===== src/reliable_message_ack_tracker_macros.svh =====
// Assertion macros for the message acknowledgement tracker.
`ifndef RELIABLE_MESSAGE_ACK_TRACKER_MACROS_SVH
`define RELIABLE_MESSAGE_ACK_TRACKER_MACROS_SVH
// Assert that a condition implies a consequence in the same cycle.
`define RMAT_ASSERT_IMP(label, cond, prop) \
  label: assert property (@(posedge clk_i) disable iff (!rst_ni) (cond) |-> (prop)) \
    else $error("assertion failed");
// Assert that a condition implies a consequence in the next cycle.
`define RMAT_ASSERT_NEXT(label, cond, prop) \
  label: assert property (@(posedge clk_i) disable iff (!rst_ni) (cond) |=> (prop)) \
    else $error("assertion failed");
`endif


===== src/rmat_pkg.sv =====
// Shared types, codes and defaults of the message acknowledgement tracker.
package rmat_pkg;
  localparam int unsigned TableSlotsDef = 16;
  localparam int unsigned SeenDepthDef = 64;
  localparam logic [7:0] TimeoutReset = 8'd2;

  typedef enum logic [1:0] {
    REQ_SEND = 2'd0,
    REQ_ACK  = 2'd1,
    REQ_DATA = 2'd2,
    REQ_TICK = 2'd3
  } req_e;

  typedef enum logic [3:0] {
    ACT_TRANSMIT   = 4'd0,
    ACT_RETRANSMIT = 4'd1,
    ACT_TABLE_FULL = 4'd2,
    ACT_ACK_MATCH  = 4'd3,
    ACT_ACK_UNKNOWN = 4'd4,
    ACT_DELIVER    = 4'd5,
    ACT_DUPLICATE  = 4'd6,
    ACT_STORE_FULL = 4'd7,
    ACT_TICK_DONE  = 4'd8
  } action_e;

  typedef enum logic [2:0] {
    ST_IDLE,
    ST_SLOT,
    ST_SEEN_RD,
    ST_SEEN_CMP,
    ST_DONE
  } state_e;

  // Controller to datapath commands.
  typedef struct packed {
    logic load;      // capture the request
    logic slot_step; // evaluate the current slot
    logic slot_next; // advance the slot index
    logic seen_rd;   // issue a seen-store read
    logic seen_next; // advance the seen index
    logic finish;    // emit the closing result
  } cmd_t;

  // Datapath to controller status.
  typedef struct packed {
    logic slot_last;  // current slot is the last one
    logic slot_hit;   // send/ack found its slot (ends the scan)
    logic seen_end;   // seen index has reached the fill count
    logic seen_hit;   // registered read data matches
  } status_t;
endpackage


===== src/rmat_ctrl.sv =====
// Controller state machine of the message acknowledgement tracker.
module rmat_ctrl (
  input  logic              clk_i,
  input  logic              rst_ni,
  input  logic              start_i,
  input  rmat_pkg::req_e    req_i,
  input  rmat_pkg::status_t sts_i,
  output logic              busy_o,
  output rmat_pkg::cmd_t    cmd_o
);
  import rmat_pkg::*;

  state_e state_q, state_d;

  always_ff @(posedge clk_i or negedge rst_ni) begin
    if (!rst_ni) begin
      state_q <= ST_IDLE;
    end else begin
      state_q <= state_d;
    end
  end

  always_comb begin
    state_d = state_q;
    cmd_o = '0;
    busy_o = (state_q != ST_IDLE);
    case (state_q)
      ST_IDLE: begin
        if (start_i) begin
          cmd_o.load = 1'b1;
          state_d = (req_i == REQ_DATA) ? ST_SEEN_RD : ST_SLOT;
        end
      end
      ST_SLOT: begin
        cmd_o.slot_step = 1'b1;
        if (sts_i.slot_hit || sts_i.slot_last) begin
          state_d = ST_DONE;
        end else begin
          cmd_o.slot_next = 1'b1;
        end
      end
      ST_SEEN_RD: begin
        if (sts_i.seen_end) begin
          state_d = ST_DONE;
        end else begin
          cmd_o.seen_rd = 1'b1;
          state_d = ST_SEEN_CMP;
        end
      end
      ST_SEEN_CMP: begin
        if (sts_i.seen_hit) begin
          state_d = ST_DONE;
        end else begin
          cmd_o.seen_next = 1'b1;
          state_d = ST_SEEN_RD;
        end
      end
      ST_DONE: begin
        cmd_o.finish = 1'b1;
        state_d = ST_IDLE;
      end
      default: state_d = ST_IDLE;
    endcase
  end
endmodule


===== src/rmat_dp.sv =====
// Datapath of the message acknowledgement tracker: slot table, seen store, counters.
module rmat_dp #(
  parameter int unsigned TableSlots = rmat_pkg::TableSlotsDef,
  parameter int unsigned SeenDepth = rmat_pkg::SeenDepthDef
) (
  input  logic               clk_i,
  input  logic               rst_ni,
  input  rmat_pkg::cmd_t     cmd_i,
  input  rmat_pkg::req_e     req_i,
  input  logic [15:0]        seq_in_i,
  input  logic [7:0]         handle_i,
  input  logic [7:0]         timeout_i,
  output rmat_pkg::status_t  sts_o,
  output logic               strobe_o,
  output logic [3:0]         action_o,
  output logic [15:0]        seq_out_o,
  output logic [7:0]         handle_out_o,
  output logic               last_o
);
  import rmat_pkg::*;

  localparam int unsigned SlotW = (TableSlots > 1) ? $clog2(TableSlots) : 1;
  localparam int unsigned SeenW = (SeenDepth > 1) ? $clog2(SeenDepth) : 1;
  localparam int unsigned CntW = $clog2(SeenDepth + 1);

  logic [TableSlots-1:0] valid_q;
  logic [15:0] slot_seq_q [TableSlots];
  logic [7:0]  slot_hdl_q [TableSlots];
  logic [15:0] slot_stamp_q [TableSlots];
  logic [15:0] seen_mem [SeenDepth];
  logic [15:0] seen_rd_q;

  req_e        req_q;
  logic [15:0] seq_q;
  logic [7:0]  hdl_q;
  logic [SlotW-1:0] slot_idx_q;
  logic [CntW-1:0]  seen_idx_q, seen_cnt_q;
  logic [15:0] next_seq_q, now_q;
  logic        hit_q;

  logic [15:0] age;
  logic        cur_valid, slot_hit, tick_fire;
  assign cur_valid = valid_q[slot_idx_q];
  assign age = now_q - slot_stamp_q[slot_idx_q];
  assign tick_fire = cur_valid && (age >= {8'd0, timeout_i});
  always_comb begin
    case (req_q)
      REQ_SEND: slot_hit = !cur_valid;
      REQ_ACK:  slot_hit = cur_valid && (slot_seq_q[slot_idx_q] == seq_q);
      default:  slot_hit = 1'b0;
    endcase
  end

  assign sts_o.slot_last = (32'(slot_idx_q) == TableSlots - 1);
  assign sts_o.slot_hit = slot_hit;
  assign sts_o.seen_end = (seen_idx_q == seen_cnt_q);
  assign sts_o.seen_hit = (seen_rd_q == seq_q);

  always_ff @(posedge clk_i) begin
    if (cmd_i.load) begin
      seq_q <= seq_in_i;
      hdl_q <= handle_i;
    end
    if (cmd_i.seen_rd) begin
      seen_rd_q <= seen_mem[seen_idx_q[SeenW-1:0]];
    end
    if (cmd_i.finish && req_q == REQ_DATA && !hit_q && seen_cnt_q != CntW'(SeenDepth)) begin
      seen_mem[seen_cnt_q[SeenW-1:0]] <= seq_q;
    end
    if (cmd_i.slot_step && req_q == REQ_SEND && slot_hit) begin
      slot_seq_q[slot_idx_q] <= next_seq_q;
      slot_hdl_q[slot_idx_q] <= hdl_q;
      slot_stamp_q[slot_idx_q] <= now_q;
    end
    if (cmd_i.slot_step && req_q == REQ_TICK && tick_fire) begin
      slot_stamp_q[slot_idx_q] <= now_q;
    end
  end

  always_ff @(posedge clk_i or negedge rst_ni) begin
    if (!rst_ni) begin
      valid_q <= '0;
      req_q <= REQ_SEND;
      slot_idx_q <= '0;
      seen_idx_q <= '0;
      seen_cnt_q <= '0;
      next_seq_q <= '0;
      now_q <= '0;
      hit_q <= 1'b0;
      strobe_o <= 1'b0;
      action_o <= '0;
      seq_out_o <= '0;
      handle_out_o <= '0;
      last_o <= 1'b0;
    end else begin
      strobe_o <= (cmd_i.slot_step && req_q == REQ_TICK && tick_fire) || cmd_i.finish;
      if (cmd_i.load) begin
        req_q <= req_e'(req_i);
        slot_idx_q <= '0;
        seen_idx_q <= '0;
        hit_q <= 1'b0;
        if (req_i == REQ_TICK) begin
          now_q <= now_q + 16'd1;
        end
      end
      if (cmd_i.slot_next) begin
        slot_idx_q <= slot_idx_q + SlotW'(1);
      end
      if (cmd_i.seen_next) begin
        seen_idx_q <= seen_idx_q + CntW'(1);
      end
      if (cmd_i.slot_step && slot_hit) begin
        hit_q <= 1'b1;
        if (req_q == REQ_SEND) begin
          valid_q[slot_idx_q] <= 1'b1;
          next_seq_q <= next_seq_q + 16'd1;
        end else begin
          valid_q[slot_idx_q] <= 1'b0;
        end
      end
      if (cmd_i.slot_step && req_q == REQ_TICK && tick_fire) begin
        action_o <= ACT_RETRANSMIT;
        seq_out_o <= slot_seq_q[slot_idx_q];
        handle_out_o <= slot_hdl_q[slot_idx_q];
        last_o <= 1'b0;
      end
      if (!cmd_i.seen_rd && !cmd_i.load && !cmd_i.slot_step && sts_o.seen_hit
          && !cmd_i.seen_next && !cmd_i.finish && req_q == REQ_DATA) begin
        hit_q <= 1'b1;
      end
      if (cmd_i.finish) begin
        last_o <= 1'b1;
        case (req_q)
          REQ_SEND: begin
            if (hit_q) begin
              action_o <= ACT_TRANSMIT;
              seq_out_o <= next_seq_q - 16'd1;
              handle_out_o <= hdl_q;
            end else begin
              action_o <= ACT_TABLE_FULL;
              seq_out_o <= '0;
              handle_out_o <= '0;
            end
          end
          REQ_ACK: begin
            action_o <= hit_q ? ACT_ACK_MATCH : ACT_ACK_UNKNOWN;
            seq_out_o <= seq_q;
            handle_out_o <= '0;
          end
          REQ_DATA: begin
            seq_out_o <= seq_q;
            handle_out_o <= '0;
            if (hit_q) begin
              action_o <= ACT_DUPLICATE;
            end else if (seen_cnt_q == CntW'(SeenDepth)) begin
              action_o <= ACT_STORE_FULL;
            end else begin
              action_o <= ACT_DELIVER;
              seen_cnt_q <= seen_cnt_q + CntW'(1);
            end
          end
          default: begin
            action_o <= ACT_TICK_DONE;
            seq_out_o <= '0;
            handle_out_o <= '0;
          end
        endcase
      end
    end
  end
endmodule


===== src/reliable_message_ack_tracker.sv =====
// Top level of the message acknowledgement tracker.
// A request is taken when start is high and busy is low; busy falls in the
// cycle in which the request's last result is shown, so the next request can
// be taken at the edge that ends that cycle. Results come out one per beat on
// result_valid_o and are never held off: the receiver must take each beat in
// the cycle it appears. A send or ack walks the slot table one slot per cycle
// and stops at the first free or matching slot. A tick walks every slot, one
// per cycle, emitting a retransmit beat for each aged slot, then a tick-done
// beat. A data frame reads the seen store one entry at a time, each read
// registered and then compared (one memory read port). The timeout register
// is written through its own valid/ready channel, which is ready only while
// idle.
module reliable_message_ack_tracker #(
  parameter int unsigned TABLE_SLOTS = rmat_pkg::TableSlotsDef,
  parameter int unsigned SEEN_DEPTH = rmat_pkg::SeenDepthDef
) (
  input  logic        clk_i,
  input  logic        rst_ni,
  input  logic        start,
  output logic        busy,
  input  logic [1:0]  req_type_i,
  input  logic [15:0] seq_in_i,
  input  logic [7:0]  msg_handle_i,
  input  logic        cfg_valid_i,
  output logic        cfg_ready_o,
  input  logic [7:0]  cfg_data_i,
  output logic        result_valid_o,
  output logic [3:0]  action_o,
  output logic [15:0] seq_out_o,
  output logic [7:0]  handle_out_o,
  output logic        last_o
);
  import rmat_pkg::*;

  cmd_t    cmd;
  status_t sts;
  req_e    req;
  logic [7:0] timeout_q;

  assign req = req_e'(req_type_i);
  assign cfg_ready_o = !busy;

  // The timeout register only changes while the block is idle.
  always_ff @(posedge clk_i or negedge rst_ni) begin
    if (!rst_ni) begin
      timeout_q <= TimeoutReset;
    end else if (cfg_valid_i && cfg_ready_o) begin
      timeout_q <= cfg_data_i;
    end
  end

  rmat_ctrl u_ctrl (
    .clk_i  (clk_i),
    .rst_ni (rst_ni),
    .start_i(start),
    .req_i  (req),
    .sts_i  (sts),
    .busy_o (busy),
    .cmd_o  (cmd)
  );

  rmat_dp #(
    .TableSlots(TABLE_SLOTS),
    .SeenDepth (SEEN_DEPTH)
  ) u_dp (
    .clk_i       (clk_i),
    .rst_ni      (rst_ni),
    .cmd_i       (cmd),
    .req_i       (req),
    .seq_in_i    (seq_in_i),
    .handle_i    (msg_handle_i),
    .timeout_i   (timeout_q),
    .sts_o       (sts),
    .strobe_o    (result_valid_o),
    .action_o    (action_o),
    .seq_out_o   (seq_out_o),
    .handle_out_o(handle_out_o),
    .last_o      (last_o)
  );

`include "reliable_message_ack_tracker_macros.svh"

  // A closing beat is shown while the block is already idle.
  `RMAT_ASSERT_IMP(a_last_idle, result_valid_o && last_o, !busy)
  // A beat that is not a closing beat only appears while busy, with a request in flight.
  `RMAT_ASSERT_IMP(a_beat_busy, result_valid_o && !last_o, busy)
  // An accepted request makes the block busy.
  `RMAT_ASSERT_NEXT(a_start_busy, start && !busy, busy)
endmodule

===== config.mk =====
export PLATFORM = sky130hd
export DESIGN_NAME = reliable_message_ack_tracker
export DESIGN_NICKNAME = d
export VERILOG_FILES = /design/src/rmat_pkg.sv /design/src/rmat_ctrl.sv /design/src/rmat_dp.sv /design/src/reliable_message_ack_tracker.sv
export VERILOG_INCLUDE_DIRS = /design/src /design/src/src
export SDC_FILE = /design/constraint.sdc
export NUM_CORES = 2
export LEC_CHECK = 0
export BUFFER_PORTS_ARGS = -buffer_cell sky130_fd_sc_hd__buf_4
export CORE_AREA = 2 2 342 479
export DETAILED_ROUTE_END_ITERATION = 16
export DIE_AREA = 0 0 344 481
export PLACE_DENSITY = 0.61
export SYNTH_ARGS = -nofsm -noshare
export SYNTH_HDL_FRONTEND = slang
export SYNTH_SLANG_ARGS = --single-unit
export TNS_END_PERCENT = 10

===== constraint.sdc =====
create_clock -name clk_i -period 8.3 [get_ports clk_i]
set_input_delay 0.415 -clock clk_i [delete_from_list [all_inputs] [get_ports clk_i]]
set_output_delay 0.415 -clock clk_i [all_outputs]
set_load 0.02 [all_outputs]

Word level (Yosys, flattened, before mapping)
Memory sizes are Yosys's and may differ from the RTL's. A register that Yosys moved wholly into a read port is not among the register bits.
Index checks and enable logic that the tools add are counted.
{"block": "totals", "output_inout_bits": 32, "in_bits": 38, "ff_bits": 134, "mem_bits_rw": 1664, "mem_count": 4}
{"name": "u_dp.seen_mem", "words": 64, "word_bits": 16, "read_ports": 1, "rd_ports_with_merged_regs": 1, "wr": 1, "line": "rmat_dp.sv:30", "source": "logic [15:0] seen_mem [SeenDepth];"}
{"name": "u_dp.slot_seq_q", "words": 16, "word_bits": 16, "read_ports": 1, "rd_ports_with_merged_regs": 0, "wr": 1, "line": "rmat_dp.sv:27", "source": "logic [15:0] slot_seq_q [TableSlots];"}
{"name": "u_dp.slot_stamp_q", "words": 16, "word_bits": 16, "read_ports": 1, "rd_ports_with_merged_regs": 0, "wr": 1, "line": "rmat_dp.sv:29", "source": "logic [15:0] slot_stamp_q [TableSlots];"}
{"name": "u_dp.slot_hdl_q", "words": 16, "word_bits": 8, "read_ports": 1, "rd_ports_with_merged_regs": 0, "wr": 1, "line": "rmat_dp.sv:28", "source": "logic [7:0] slot_hdl_q [TableSlots];"}
{"block": "classes", "muxes": 52, "bitwise_logic": 6, "add_sub_neg": 7, "n_reduce_logical": 40, "n_lt_le_gt_ge": 3, "n_eq_ne": 17}
{"operator": "$mux W16", "count": 5}
{"operator": "$add A16 B1 Y16 const B", "count": 2}
{"operator": "$eq A16 B16 Y1", "count": 2}
{"operator": "$mux W8", "count": 4}
{"operator": "$pmux W16 S2", "count": 1}
{"operator": "$mux W1", "count": 21}
{"operator": "$mux W4", "count": 5}
{"operator": "$logic_and A1 B1 Y1", "count": 18}
{"operator": "$and A16 B16 Y16", "count": 1}
{"operator": "$ge A16 B8 Y1", "count": 1}
{"operator": "$not A16 Y16", "count": 1}
{"operator": "$or A16 B16 Y16", "count": 1}
{"operator": "$sub A16 B1 Y16 const B", "count": 1}
{"operator": "$sub A16 B16 Y16", "count": 1}
{"operator": "$mux W3", "count": 5}
{"operator": "$add A7 B1 Y7 const B", "count": 2}
{"operator": "$mux W7", "count": 2}
{"operator": "$pmux W3 S4", "count": 1}
{"operator": "$pmux W4 S3", "count": 1}
{"operator": "$eq A2 B2 Y1 const B", "count": 4}
{"operator": "$logic_not A1 Y1", "count": 8}
{"operator": "$mux W2", "count": 4}
{"operator": "$eq A7 B7 Y1", "count": 1}
{"operator": "$eq A7 B7 Y1 const B", "count": 1}
{"operator": "24 further kinds", "count": 32}

Depth between registers and ports, before layout
{"block": "logic_depth", "word_depth": 14, "ltp_mapped": 27, "ltp_nobuf": 18}

By module
Synthesis repeated with hierarchy kept, for this count alone.
{"block": "hier_totals", "hier_cells": 3350, "area_unflattened_um2": 71838.9}
{"mod": "rmat_dp", "area_each_um2": 71248.3, "cells_each": 3303, "seq_area_each_um2": 53646.5, "n_inst": 1}
{"mod": "reliable_message_ack_tracker", "area_each_um2": 342.8, "cells_each": 19, "seq_area_each_um2": 201.4, "n_inst": 1}
{"mod": "rmat_ctrl", "area_each_um2": 247.7, "cells_each": 28, "seq_area_each_um2": 75.1, "n_inst": 1}

Least setup slack after synthesis
Ideal clock, no wire load.
{"block": "synth_timing", "path_kind": "reg2reg", "from": "register u_dp.slot_idx_q[0]", "to": "memory u_dp.slot_stamp_q[14][0] (enable)", "period_less_slack_ns": 7.010, "setup_slack_ns": 1.290, "t_required_ns": 7.934, "arrival_ns": 6.644, "setup_time_ns": 0.366, "path_stages_with_launch": 27, "cell_sequence": "dfrtp_1 > buf_6 > buf_6 > buf_4 > buf_2 > buf_1 > buf_1 > mux4_2 > mux4_2 > inv_1 > ha_1 > and2_1 > a221o_1 > a31oi_1 > xnor2_1 > ha_1 > a21o_1 > a21oi_1 > o211ai_1 > a211oi_1 > nor4b_1 > o2111ai_1 > nand2_1 > buf_2 > buf_2 > buf_2 > a21oi_1"}
{"block": "synth_between", "elab_chain_len": 8, "word_cells_on_any_way": 18}
{"item": "start, declared", "line": "rmat_dp.sv:36", "source": "logic [SlotW-1:0] slot_idx_q;"}
{"item": "start signal, assigned", "line": "rmat_dp.sv:107", "source": "slot_idx_q <= slot_idx_q + SlotW'(1);"}
{"item": "$mem_v2 Z16 W16 (tied with other cells)"}
{"item": "$sub A16 B16 Y16 (tied with other cells)", "line": "rmat_dp.sv:44", "source": "assign age = now_q - slot_stamp_q[slot_idx_q];"}
{"item": "$ge A16 B8 Y1 (tied with other cells)", "line": "rmat_dp.sv:45", "source": "assign tick_fire = cur_valid && (age >= {8'd0, timeout_i});"}
{"item": "$logic_and A1 B1 Y1 / $pmux W1 S2 (equally long branches)", "line": "rmat_dp.sv:45, rmat_dp.sv:47"}
{"item": "$logic_and A1 B1 Y1 (on tied branches)", "line": "rmat_dp.sv:75, rmat_dp.sv:70"}
{"item": "$mux W1 (on tied branches)", "line": "rmat_dp.sv:75, rmat_dp.sv:70"}
{"item": "$mux W1 (on tied branches)", "line": "rmat_dp.sv:76, rmat_dp.sv:73"}
{"item": "$or A1 B1 Y1 (no line)"}
{"item": "end, declared", "line": "rmat_dp.sv:29"}
Several ways; a longest one is shown, not always the timed one. The select of a mux whose other input is x is not followed.

Worst setup path after layout
{"block": "layout_timing", "from": "register u_dp.slot_idx_q[0]", "to": "memory u_dp.slot_stamp_q[9][2] (enable)"}
Same word-level chain as after synthesis.

==> metrics.md <==
| Metric | Value |
|---|---|
| Status | `completed` |
| Initial Utilization | `44.6%` |
| Share of cells above drive strength 1 | `28.0%` |
| FF+latch area | `54000 µm²` |
| Register bit total from synthesis | `1814` |
| Max_cap viols | `0` |
| Mapped Area | `72100 µm²` |
| Fin util | `50.7%` |
| NumNets Final | `3749` |
| Register area share after synthesis | `74.8%` |
| TritonCTS Buffers | `175` |
| Total Wirelength | `177 mm` |
| Yosys cell types | `73` |
| Peak supply drop | `0.000268 V` |
| CP Data Required Time | `8720 ps` |
| Clk slew on worst S/H paths | `60 ps` |
| Worst path arrival time | `7560 ps` |
| Hold Crit Depth | `4` |
| P&R area growth vs syn | `13.7%` |
| Worst clock skew | `26.2 ps` |
| Worst reg2reg setup slack | `1160 ps` |
| Number of global-route vias before repair | `36400` |
| Mean Syn Cell Area | `20.9 µm²` |
| First-pass GRT wire length | `257 mm` |
| Fraction of registers with async set/reset | `6.06%` |
| Worst r2r path cells | `17` |
| Worst Hold Class | `in -> reg` |
| Die ar. | `165000 µm²` |
| Starting DRT DRC Count | `3129` |
| GP Congestion | `0.866` |
| Tot Pwr | `0.0239 W` |
| Worst hold path startpoint | `cfg_valid_i` |
| Worst R2R Start | `u_dp.slot_idx_q[0]` |
| Area of the multi-input gates | `17500 µm²` |
| Kind of critical path | `reg -> reg` |
| Final hold slack | `153 ps` |
| Period utilization | `86.1%` |
| Clock root buffer | `clkbuf_16` |
| Hold Crit Endpoint | `timeout_q[1]` |
| Initial antenna violation count | `2` |
| CTS Hold Bufs | `36` |
| Slew headroom | `17.0%` |
| Final hold viol count | `0` |
| EDFF count, synth | `1704` |
| H-tree depth | `4` |
| Tmin final | `7140 ps` |
| Clock latency on the worst-skew pair | `820 ps` |
| Non-Filler Instances | `5949` |
| Max clock buf depth | `3` |
| Lkg Pwr | `26.2 nW` |
| Site Rows | `175` |
| Fin Setup TNS | `0 ps` |
| Clock sink count | `1814` |
| # Post-CTS Setup Buffers | `0` |
| Die span in y | `481 µm` |
| Crit path max fanout | `33` |
| Fin. max-slew vios | `0` |
| Yosys warnings | `0` |
| # placed instances | `5582` |
| Routed vias | `34900` |
| CTS tree | `done` |
| Grt ovf | `0` |
| Die width | `344 µm` |
| Unrepaired setup endpoints after global routing | `false` |
| Fillers | `12900` |
| Global Route Usage Sum | `21.7%` |
| Setup violators final | `0` |
| Placeable Area | `162000 µm²` |
| Final ANT Viol Nets | `0` |
| DR WL/cell | `29.8 µm` |
| Post-route DRC | `0` |
| Fmax | `0.140 GHz` |
| Pre-antenna DRT Iters | `6` |
| Crit start category | `flop` |
| PortBufs | `69` |
| Ys flop type | `edfxtp_1` |
| Resized cells post-CTS | `0` |
| Pwr/cell area | `291 nW/µm²` |
| Reg2Reg Capture Point | `u_dp.slot_stamp_q[9][2]` |
| Synth Net Count | `3526` |
| # IOs | `70` |
| Largest net degree at the start of global routing | `133` |
| DP Wirelength | `105 mm` |
| Routed via count divided by cell count | `5.87` |
| Worst slew pin tran | `1240 ps` |
| Syn Inst Count | `3448` |
| Crit. End Element | `flop` |
registers in the layout (all words and copies together) (netlist names), 2 cells and up, named ones only:
| name | count |
|---|---|
| u_dp.seen_idx_q | 7 |
| u_dp.seen_cnt_q | 7 |
| u_dp.action_o | 4 |
| u_dp.slot_hdl_q | 128 |
| u_dp.hdl_q | 8 |
| u_ctrl.state_q | 3 |
| timeout_q | 8 |
| u_dp.seq_q | 16 |
| u_dp.req_q | 2 |
| u_dp.slot_stamp_q | 256 |
| u_dp.seen_mem | 1024 |
| u_dp.slot_seq_q | 256 |
| u_dp.next_seq_q | 16 |
| u_dp.seq_out_o | 16 |
| u_dp.handle_out_o | 8 |
| u_dp.slot_idx_q | 4 |
| u_dp.seen_rd_q | 16 |
| u_dp.now_q | 16 |
logic make-up after synthesis:
logic type	share of synthesized area [%]
compound gates	2.60
xor+xnor	1.17
fa+ha+maj	0.705
buf+inv	1.33
flops	74.8
mux	16.7
simple gates	2.70
routing by layer:
metal  track usage [%]  share of wire, %  up-vias
li1                  -                 -    14800
met1              28.0                39    18700
met2              37.2                52     1142
met3              3.65               5.5      293
met4              7.62               3.4        0
met5                 0                 0        -
final cells by class:
type	count	share of cell area [%]
clock buffers	236	5.84
clock inverters	93	1.17
inverters	48	0.220
diodes	2	0.00611
repair buffers	229	2.29
well taps	2124	3.24
multi-input cells	1403	21.4
flip-flops and latches	1814	65.8
critical path, stage by stage (launching register included):
cell	delay, ps
dfrtp_4	860
buf_4	440
mux4_2	570
mux4_2	470
inv_1	140
ha_1	320
a21o_1	240
a311oi_1	420
xnor2_1	120
ha_1	320
nand4_1	100
o211ai_1	210
a211oi_1	100
nor4b_1	170
o2111ai_2	100
buf_4	320
nand2_2	620
a21oi_2	1140
worst max path at each step:
stage / start / to / cells past startpoint
floorplan: u_dp.slot_idx_q[0] / u_dp.slot_stamp_q[14][0] / 26
global placement: u_dp.slot_idx_q[0] / u_dp.slot_stamp_q[11][11] / 17
detailed placement: u_dp.slot_idx_q[0] / u_dp.slot_stamp_q[5][9] / 17
CTS: u_dp.slot_idx_q[0] / u_dp.slot_stamp_q[5][8] / 17
global route: u_dp.slot_idx_q[0] / u_dp.slot_stamp_q[8][9] / 17
finish: u_dp.slot_idx_q[0] / u_dp.slot_stamp_q[9][2] / 17
synthesized netlist by cell type, types with 26 or more instances:
cell / count / area share (%)
buf_2: 30 / 0.21
edfxtp_1: 1704 / 71
dfrtp_1: 109 / 3.8
clkbuf_1: 104 / 0.54
and3_1: 31 / 0.27
o21ai_0: 57 / 0.40
nand3_1: 32 / 0.22
inv_1: 46 / 0.24
mux2i_1: 63 / 0.87
mux4_2: 496 / 15
ha_1: 39 / 0.68
nand2_1: 94 / 0.49
nor2_1: 144 / 0.75
a21oi_1: 58 / 0.40
buf_1: 40 / 0.21
xor2_1: 58 / 0.70
nor3_1: 26 / 0.18
xnor2_1: 38 / 0.46
a22oi_1: 27 / 0.28
where the power goes:
part           switching [W]  leakage, nW  internal [W]
clock                0.00343         2.79       0.00454
sequential          0.000478         17.1        0.0107
combinational        0.00283         6.28       0.00195
placed cells by master, fill, tap and decap left out, types with 49 or more instances in the layout:
master,count
edfxtp_1,1704
mux4_2,496
buf_4,187
clkbuf_16,180
dfrtp_1,101
nand2_1,93
nor2_1,82
mux2i_1,63
xor2_1,58
o21ai_0,57
clkbuf_1,49
through the flow:
step | setup slack [ps] | instance area (µm²)
6_report | 1160 | 82000
3_5_place_dp | 1150 | 75900
4_1_cts | 1080 | 82000
5_1_grt | 727 | 82000
3_3_place_gp | 1260 | 75900
2_1_floorplan | 1290 | 72100
Note: power is estimated with default switching activity, not from simulation.
